### src/sv/rcl_pkg.sv
// ----------------------------------------------------------------------------
// Run control package
// Types, codes and a helper function shared by the run control and PWM drive.
// ----------------------------------------------------------------------------
`default_nettype none

package rcl_pkg;

    localparam int PWM_W = 16;
    localparam int SENS_W = 12;
    localparam int DIST_W = 32;
    localparam int SPD_W = 17;
    localparam int TIME_W = 32;
    localparam int CNT_W = 16;
    localparam int SEC_W = 23;
    localparam int MTK_W = 16;
    localparam int CMD_W = 2;
    localparam int PH_W = 2;
    localparam int CFG_IDX_W = 2;
    localparam int CFG_DATA_W = 16;
    localparam int NUM_SENSORS = 4;
    localparam int NUM_CMP = 4;

    // Division by 1000 of a 32-bit value: multiply by ceil(2^38 / 1000), keep the bits from bit 38 up.
    localparam int RECIP_W = 29;
    localparam logic [RECIP_W-1:0] SEC_RECIP = 29'd274877907;
    localparam int SEC_SHIFT = 38;
    localparam int PROD_W = TIME_W + RECIP_W;

    localparam logic [CMD_W-1:0] CMD_START = 2'd1;
    localparam logic [CMD_W-1:0] CMD_STOP = 2'd2;

    localparam logic [PH_W-1:0] PH_NONE = 2'd0;
    localparam logic [PH_W-1:0] PH_START = 2'd1;
    localparam logic [PH_W-1:0] PH_END = 2'd2;

    localparam logic [CFG_IDX_W-1:0] CFG_MAX_PWM = 2'd0;
    localparam logic [CFG_IDX_W-1:0] CFG_LINE_THR = 2'd1;
    localparam logic [CFG_IDX_W-1:0] CFG_MARK_TICKS = 2'd2;
    localparam logic [CFG_IDX_W-1:0] CFG_MARK_EN = 2'd3;

    localparam logic [PWM_W-1:0] MAX_PWM_RST = 16'd1000;
    localparam logic [SENS_W-1:0] LINE_THR_RST = 12'd2000;
    localparam logic [MTK_W-1:0] MARK_TICKS_RST = 16'd10;

    typedef struct packed {
        logic [CMD_W-1:0]                    cmd;
        logic [NUM_SENSORS-1:0][SENS_W-1:0] sensors;
        logic [DIST_W-1:0]                   left_distance;
        logic [DIST_W-1:0]                   right_distance;
        logic [SPD_W-1:0]                    left_speed;
        logic [SPD_W-1:0]                    right_speed;
        logic [TIME_W-1:0]                   time_ms;
    } t_item;

    typedef struct packed {
        logic [NUM_CMP-1:0][PWM_W-1:0] cmp;
        logic                          running;
        logic                          all_seen;
        logic                          mark;
        logic                          done;
        logic [TIME_W-1:0]             diff;
        logic [PH_W-1:0]               phase;
    } t_res;

    // Returns {forward, reverse} compares for one wheel.
    function automatic logic [2*PWM_W-1:0] drive_wheel(input logic [SPD_W-1:0] spd,
                                                      input logic [PWM_W-1:0] maxp);
        logic             neg;
        logic [SPD_W-1:0] mag;
        logic [PWM_W-1:0] act;
        neg = spd[SPD_W-1];
        mag = neg ? SPD_W'(~spd + SPD_W'(1)) : spd;
        if (mag > SPD_W'(maxp)) begin
            act = '0;
        end else begin
            act = maxp - PWM_W'(mag);
        end
        return neg ? {maxp, act} : {act, maxp};
    endfunction

endpackage

`default_nettype wire

### src/sv/run_control_lap_mark_pwm_drive.sv
// ----------------------------------------------------------------------------
// Run control with lap-mark detection and PWM compare drive
// Takes one control tick per beat and returns one result beat per tick.
// ----------------------------------------------------------------------------
// A new tick can be accepted on every clock cycle while o_stall is low, and each
// tick yields exactly one result beat, carried through the input, second and
// third stages to the outputs. The run state is updated in the second stage;
// the third stage holds the product of the reciprocal multiply that turns the
// run time into seconds.
// Configuration registers are written through a separate port that is always
// ready, and should be written only while no tick is in flight.
`default_nettype none

module run_control_lap_mark_pwm_drive
    import rcl_pkg::*;
#(
    parameter int SENSOR_COUNT = 4
) (
    input  wire                    i_clk,
    input  wire                    i_rst_n,
    input  wire                    i_valid,
    output logic                   o_stall,
    input  wire  [CMD_W-1:0]       i_cmd,
    input  wire  [SENS_W-1:0]      i_sensor_a,
    input  wire  [SENS_W-1:0]      i_sensor_b,
    input  wire  [SENS_W-1:0]      i_sensor_c,
    input  wire  [SENS_W-1:0]      i_sensor_d,
    input  wire  [DIST_W-1:0]      i_left_distance,
    input  wire  [DIST_W-1:0]      i_right_distance,
    input  wire  signed [SPD_W-1:0] i_left_speed,
    input  wire  signed [SPD_W-1:0] i_right_speed,
    input  wire  [TIME_W-1:0]      i_time_ms,
    output logic                   o_valid,
    input  wire                    i_stall,
    output logic [PWM_W-1:0]       o_left_fwd_compare,
    output logic [PWM_W-1:0]       o_left_rev_compare,
    output logic [PWM_W-1:0]       o_right_fwd_compare,
    output logic [PWM_W-1:0]       o_right_rev_compare,
    output logic                   o_running,
    output logic                   o_line_all_seen,
    output logic                   o_mark_seen,
    output logic                   o_run_done,
    output logic [SEC_W-1:0]       o_run_seconds,
    output logic [PH_W-1:0]        o_mark_phase,
    input  wire                    i_cfg_valid,
    output logic                   o_cfg_ready,
    input  wire  [CFG_IDX_W-1:0]   i_cfg_index,
    input  wire  [CFG_DATA_W-1:0]  i_cfg_data
);

    localparam int NEED = (SENSOR_COUNT > NUM_SENSORS) ? NUM_SENSORS : SENSOR_COUNT;
    localparam logic [NUM_SENSORS-1:0] SENS_MASK = NUM_SENSORS'((1 << NEED) - 1);

    logic [PWM_W-1:0]  r_max_pwm;
    logic [SENS_W-1:0] r_thr;
    logic [MTK_W-1:0]  r_mark_ticks;
    logic              r_mark_en;

    logic              r_active, n_active;
    logic [PH_W-1:0]   r_phase, n_phase;
    logic              r_pending, n_pending;
    logic              r_timing, n_timing;
    logic [TIME_W-1:0] r_stamp, n_stamp;
    logic [DIST_W-1:0] r_last_l, n_last_l;
    logic [DIST_W-1:0] r_last_r, n_last_r;
    logic [CNT_W-1:0]  r_cnt_l, n_cnt_l;
    logic [CNT_W-1:0]  r_cnt_r, n_cnt_r;
    logic [NUM_CMP-1:0][PWM_W-1:0] r_cmp, n_cmp;
    logic [SEC_W-1:0]  r_last_sec;

    logic              r_v1, r_v2, r_v3;
    t_item             r_item;
    t_res              r_res2, r_res3, n_res;
    logic [PROD_W-1:0] r_prod;

    logic adv1, adv2, adv3;
    logic in_take, s2_take, s3_take, out_take;
    logic mark_stop, end_req, all_seen, mark;
    logic [NUM_SENSORS-1:0] hit;
    logic [2*PWM_W-1:0] drv_l, drv_r;

    assign adv3 = !r_v3 || !i_stall;
    assign adv2 = !r_v2 || adv3;
    assign adv1 = !r_v1 || adv2;
    assign o_stall = !adv1;
    assign in_take = i_valid && adv1;
    assign s2_take = r_v1 && adv2;
    assign s3_take = r_v2 && adv3;
    assign out_take = r_v3 && !i_stall;
    assign o_cfg_ready = 1'b1;

    always_ff @(posedge i_clk) begin
        if (!i_rst_n) begin
            r_max_pwm <= MAX_PWM_RST;
            r_thr <= LINE_THR_RST;
            r_mark_ticks <= MARK_TICKS_RST;
            r_mark_en <= 1'b0;
        end else if (i_cfg_valid) begin
            case (i_cfg_index)
                CFG_MAX_PWM: r_max_pwm <= i_cfg_data[PWM_W-1:0];
                CFG_LINE_THR: r_thr <= i_cfg_data[SENS_W-1:0];
                CFG_MARK_TICKS: r_mark_ticks <= i_cfg_data[MTK_W-1:0];
                CFG_MARK_EN: r_mark_en <= i_cfg_data[0];
                default: ;
            endcase
        end
    end

    always_comb begin
        for (int i = 0; i < NUM_SENSORS; i++) begin
            hit[i] = r_item.sensors[i] > r_thr;
        end
        drv_l = drive_wheel(r_item.left_speed, r_max_pwm);
        drv_r = drive_wheel(r_item.right_speed, r_max_pwm);
    end

    always_comb begin
        n_active = r_active;
        n_phase = r_phase;
        n_pending = r_pending;
        n_timing = r_timing;
        n_stamp = r_stamp;
        n_last_l = r_last_l;
        n_last_r = r_last_r;
        n_cnt_l = r_cnt_l;
        n_cnt_r = r_cnt_r;
        n_cmp = r_cmp;
        mark_stop = 1'b0;
        end_req = 1'b0;
        all_seen = 1'b0;
        mark = 1'b0;
        n_res.done = 1'b0;

        if (r_mark_en && r_pending) begin
            if (r_phase == PH_NONE) begin
                n_phase = PH_START;
                n_pending = 1'b0;
            end else if (r_phase == PH_START) begin
                n_phase = PH_END;
                n_pending = 1'b0;
                mark_stop = 1'b1;
                end_req = 1'b1;
            end
        end

        if (!mark_stop) begin
            if (r_item.cmd == CMD_STOP) begin
                end_req = 1'b1;
            end else if (r_item.cmd == CMD_START) begin
                n_phase = PH_NONE;
                n_timing = 1'b1;
                n_stamp = r_item.time_ms;
                n_active = 1'b1;
            end
        end

        if (end_req) begin
            for (int k = 0; k < NUM_CMP; k++) begin
                n_cmp[k] = r_max_pwm;
            end
            n_active = 1'b0;
            n_res.done = r_timing;
            n_timing = 1'b0;
        end

        if (n_active) begin
            n_cmp[0] = drv_l[2*PWM_W-1:PWM_W];
            n_cmp[1] = drv_l[PWM_W-1:0];
            n_cmp[2] = drv_r[2*PWM_W-1:PWM_W];
            n_cmp[3] = drv_r[PWM_W-1:0];
            all_seen = &(hit | ~SENS_MASK);
            if (!all_seen) begin
                n_cnt_l = '0;
                n_cnt_r = '0;
            end else begin
                if (r_item.left_distance != r_last_l) begin
                    n_last_l = r_item.left_distance;
                    if (r_cnt_l != '1) begin
                        n_cnt_l = r_cnt_l + 1'b1;
                    end
                end
                if (r_item.right_distance != r_last_r) begin
                    n_last_r = r_item.right_distance;
                    if (r_cnt_r != '1) begin
                        n_cnt_r = r_cnt_r + 1'b1;
                    end
                end
                if (n_cnt_l >= r_mark_ticks && n_cnt_r >= r_mark_ticks) begin
                    n_cnt_l = '0;
                    n_cnt_r = '0;
                    n_pending = 1'b1;
                    mark = 1'b1;
                end
            end
        end

        n_res.cmp = n_cmp;
        n_res.running = n_active;
        n_res.all_seen = all_seen;
        n_res.mark = mark;
        n_res.diff = r_item.time_ms - r_stamp;
        n_res.phase = n_phase;
    end

    always_ff @(posedge i_clk) begin
        if (!i_rst_n) begin
            r_v1 <= 1'b0;
            r_v2 <= 1'b0;
            r_v3 <= 1'b0;
            r_active <= 1'b0;
            r_phase <= PH_NONE;
            r_pending <= 1'b0;
            r_timing <= 1'b0;
            r_stamp <= '0;
            r_last_l <= '0;
            r_last_r <= '0;
            r_cnt_l <= '0;
            r_cnt_r <= '0;
            r_cmp <= '0;
            r_last_sec <= '0;
        end else begin
            if (adv1) begin
                r_v1 <= i_valid;
            end
            if (adv2) begin
                r_v2 <= r_v1;
            end
            if (adv3) begin
                r_v3 <= r_v2;
            end
            if (s2_take) begin
                r_active <= n_active;
                r_phase <= n_phase;
                r_pending <= n_pending;
                r_timing <= n_timing;
                r_stamp <= n_stamp;
                r_last_l <= n_last_l;
                r_last_r <= n_last_r;
                r_cnt_l <= n_cnt_l;
                r_cnt_r <= n_cnt_r;
                r_cmp <= n_cmp;
            end
            if (out_take) begin
                r_last_sec <= o_run_seconds;
            end
        end
    end

    always_ff @(posedge i_clk) begin
        if (in_take) begin
            r_item.cmd <= i_cmd;
            r_item.sensors <= {i_sensor_d, i_sensor_c, i_sensor_b, i_sensor_a};
            r_item.left_distance <= i_left_distance;
            r_item.right_distance <= i_right_distance;
            r_item.left_speed <= i_left_speed;
            r_item.right_speed <= i_right_speed;
            r_item.time_ms <= i_time_ms;
        end
        if (s2_take) begin
            r_res2 <= n_res;
        end
        if (s3_take) begin
            r_res3 <= r_res2;
            r_prod <= PROD_W'(r_res2.diff) * PROD_W'(SEC_RECIP);
        end
    end

    assign o_valid = r_v3;
    assign o_left_fwd_compare = r_res3.cmp[0];
    assign o_left_rev_compare = r_res3.cmp[1];
    assign o_right_fwd_compare = r_res3.cmp[2];
    assign o_right_rev_compare = r_res3.cmp[3];
    assign o_running = r_res3.running;
    assign o_line_all_seen = r_res3.all_seen;
    assign o_mark_seen = r_res3.mark;
    assign o_run_done = r_res3.done;
    assign o_run_seconds = r_res3.done ? r_prod[SEC_SHIFT +: SEC_W] : r_last_sec;
    assign o_mark_phase = r_res3.phase;

endmodule

`default_nettype wire
### config.mk
export PLATFORM = sky130hd
export DESIGN_NAME = run_control_lap_mark_pwm_drive
export DESIGN_NICKNAME = d
export VERILOG_FILES = /design/src/sv/rcl_pkg.sv /design/src/sv/run_control_lap_mark_pwm_drive.sv
export SDC_FILE = /design/constraint.sdc
export NUM_CORES = 2
export LEC_CHECK = 0
export ABC_AREA = 1
export BUFFER_PORTS_ARGS = -buffer_cell sky130_fd_sc_hd__buf_2
export CAP_MARGIN = 20
export CORE_ASPECT_RATIO = 1.25
export CORE_MARGIN = 2
export CORE_UTILIZATION = 50
export CTS_CLUSTER_DIAMETER = 120
export DETAILED_ROUTE_END_ITERATION = 8
export PLACE_DENSITY = 0.74
export SLEW_MARGIN = 20
export SYNTH_ARGS = -nofsm -noshare
export SYNTH_HDL_FRONTEND = slang
export SYNTH_SLANG_ARGS = --single-unit
export TNS_END_PERCENT = 30
### constraint.sdc
create_clock -name i_clk -period 11 [get_ports i_clk]
set_input_delay 2.2 -clock i_clk [delete_from_list [all_inputs] [get_ports i_clk]]
set_output_delay 2.2 -clock i_clk [all_outputs]
set_load 0.01 [all_outputs]
==> summary.txt <==
Layout
  – Fillers: 8,569
  – Share of layout cells above drive strength 1: 0.0827
  – Layout Nets: 6,783
  – Area delta synth->final: 10.7%

Clock tree
  – Post-CTS resize count: 0
  – # hold bufs at CTS: 0
  – CTS H-tree lvls: 3
  – Worst skew pair latency: 0.63 ns
  – Root Driver: clkbuf_16
  – Clk slew on worst S/H paths: 0.06 ns
  – CTS Buf Count: 70
  – CTS tree: yes
  – Post-CTS Setup Bufs: 0
  – Bufs on Longest Clock Path: 3
  – Clock sink count: 643

STA
  – RSZ-0062 raised after global routing: no
  – Fmax: 145 MHz
  – Setup TNS: 0 ns
  – Worst slew pin tran: 1.04 ns
  – Number of max-slew violations in the final report: 0
  – Max_slew headroom: 0.308
  – Tmin final: 6.88 ns
  – Setup violators final: 0
  – Hold Violations, Final: 0
  – Clk_skew: 0.0281 ns
  – Tcrit/Tclk final: 0.625

Setup path
  – Startpoint Class: flop
  – Crit Path Max Fanout: 11
  – CP required: 11.38 ns
  – Worst Setup SP: r_res2[10]$_DFFE_PP_
  – Arrival time worst endpoint: 7.25 ns
  – CP Capture Type: flop
  – Reg2Reg Launch Point: r_res2[10]$_DFFE_PP_
  – Setup slack, reg-to-reg: 4.12 ns
  – Kind of critical path: flop to flop
  – FF-to-FF path depth: 27
  – Worst r2r dst: r_prod[57]$_DFFE_PP_

Global route
  – Initial antenna violation count: 12
  – Gr ovfl total: 0
  – First-pass GRT wire length: 196 mm
  – Vias in the first global route: 36,719
  – Largest net degree at the start of global routing: 103
  – Total track usage: 0.257

Routing
  – Via count: 36,926
  – Antenna Nets Post-Route: 0
  – Pre-antenna DRT Iters: 8
  – Via density per instance: 5.28
  – Post-Route WL: 125 mm
  – Number of remaining DRC errors: 0
  – DR WL/cell: 17.9 um
  – Drt initial violations: 2,444

Worst hold path
  – Worst Hold Launch: r_res2[41]$_DFFE_PP_
  – Hold WC Path Type: flop to flop
  – Min-Delay Path Depth: 0
  – WHS Endpoint: o_left_fwd_compare[3]$_DFFE_PP_

Synth
  – Post-Syn Nets: 6,523
  – Yosys warning count: 0
  – Top_reg_cell synth: edfxtp_1
  – Top cells by area, synth: edfxtp_1 24%, ha_1 15%, fa_1 13%
  – Cell variety after synth: 46
  – Leading area contributor after synthesis: edfxtp_1
  – Gate Count Post-Synth: 5,452
  – Post-synth EDFFs: 375
  – Count leader, synth: inv_1
  – Mapped Avg Cell Area: 8.70 sq um
  – Register area share after synthesis: 0.350
  – Synth top cells by count: 1,035 x inv_1, 929 x nand2_1, 567 x ha_1, 524 x nor2_1, 375 x edfxtp_1
  – Synth Cell Area: 47,500 sq um
  – Top-area cell type share of the netlist area: 0.237
  – Async S/R FF share, synth: 0
  – FF+latch count, synth: 643

Outcome
  – Status: complete, no violations

Floorplanning
  – Starting Density: 0.503
  – Die ar.: 97,400 sq um
  – Core Area: 94,300 sq um
  – Die width: 280 um
  – # IOs: 299
  – Chip height: 348 um
  – FP Rows: 126

Placed design
  – Port buffer count: 297
  – Final weighted congestion in routability-driven placement: 1.00
  – Post-DP HPWL: 98.0 mm

Job
  – Max cap viols: 0
[layout make-up]
cell class / instances / area [sq um] / area share
Inverter: 1054 / 3970 / 0.0755
Antenna cell: 3 / 7.51 / 0.000143
Clock buffer: 88 / 1890 / 0.0360
Sequential cell: 643 / 16600 / 0.317
Timing Repair Buffer: 326 / 1740 / 0.0331
Clock inverter: 40 / 420 / 0.00800
Tap cell: 1216 / 1520 / 0.0290
Multi-Input combinational cell: 3617 / 26400 / 0.502
[stage by stage]
| stage | utilization | setup WS [ns] | hold WS (ns) | std cells | area [sq um] |
|---|---|---|---|---|---|
| final | 0.557 | 4.12 | 0.416 | 6987 | 52500 |
| after global routing | 0.557 | 3.72 | 0.421 | 6985 | 52500 |
| after CTS | 0.557 | 4.10 | 0.416 | 6982 | 52500 |
| after detailed placement | 0.532 | 4.09 | 0.405 | 6854 | 50200 |
| after global placement | 0.532 | 4.11 | 0.401 | 6854 | 50200 |
| after floorplan | - | 0.358 | 0.400 | 5452 | 47500 |
[per-layer routing]
metal | vias up | part of all wire | GRT usage
met1 | 17406 | 0.40 | 0.312
met4 | 18 | 0.045 | 0.110
met3 | 280 | 0.055 | 0.0372
li1 | 18107 | - | -
met5 | - | 0.00092 | 0
met2 | 1115 | 0.50 | 0.454
[cell families after synthesis]
family | after synthesis | share of synthesized area
AND/OR/NAND/NOR | 1778 | 0.152
buffers and inverters | 1192 | 0.0952
adder cells (fa/ha/maj) | 868 | 0.276
AO/OA/AOI/OAI | 792 | 0.0930
flip-flops | 643 | 0.350
XOR/XNOR | 178 | 0.0329
other | 1 | 0.0000790
[critical path, cell delays in order, from the launching register on]
cell	delay [ns]
edfxtp_1	0.72
ha_1	0.38
fa_1	0.40
fa_1	0.54
inv_1	0.06
fa_1	0.49
inv_1	0.05
fa_1	0.49
inv_1	0.05
fa_1	0.48
inv_1	0.06
fa_1	0.54
inv_1	0.06
fa_1	0.50
inv_1	0.04
ha_1	0.31
nand2_1	0.13
inv_1	0.05
a21oi_1	0.27
o21ai_0	0.14
a21oi_1	0.13
o21ai_0	0.14
nand2_1	0.16
nand2_1	0.11
a21oi_1	0.19
inv_1	0.06
nand2_1	0.05
nand2_1	0.04
[placed cells by master, fill, tap and decap left out, types with 165 or more instances in the layout]
cell type / count
o21ai_0: 229
ha_1: 567
a21oi_1: 340
nand3_1: 165
fa_1: 301
dfxtp_1: 268
nor2_1: 521
buf_2: 296
nand2_1: 929
inv_1: 1033
edfxtp_1: 375
[worst max path at each step]
stage | end | slack (ns) | cells past startpoint
CTS | r_prod[57]$_DFFE_PP_ | 4.10 | 27
floorplan | r_item[0]$_DFFE_PP_ | 0.36 | 5
global route | r_prod[57]$_DFFE_PP_ | 3.72 | 27
detailed placement | r_prod[57]$_DFFE_PP_ | 4.09 | 27
global placement | r_prod[57]$_DFFE_PP_ | 4.11 | 27
finish | r_prod[57]$_DFFE_PP_ | 4.12 | 27
[state kept, by name (all words and copies together), names as in the netlist, 23 cells and up]
signal and cells:
r_item 180, r_res2 102, r_cmp 64, r_last_l 32, r_last_r 32, r_stamp 32, r_last_sec 23, r_prod 23
Power is left out: the tool's default activity adds up to more than one toggle a clock period on the data nets, which glitch-free logic cannot reach.
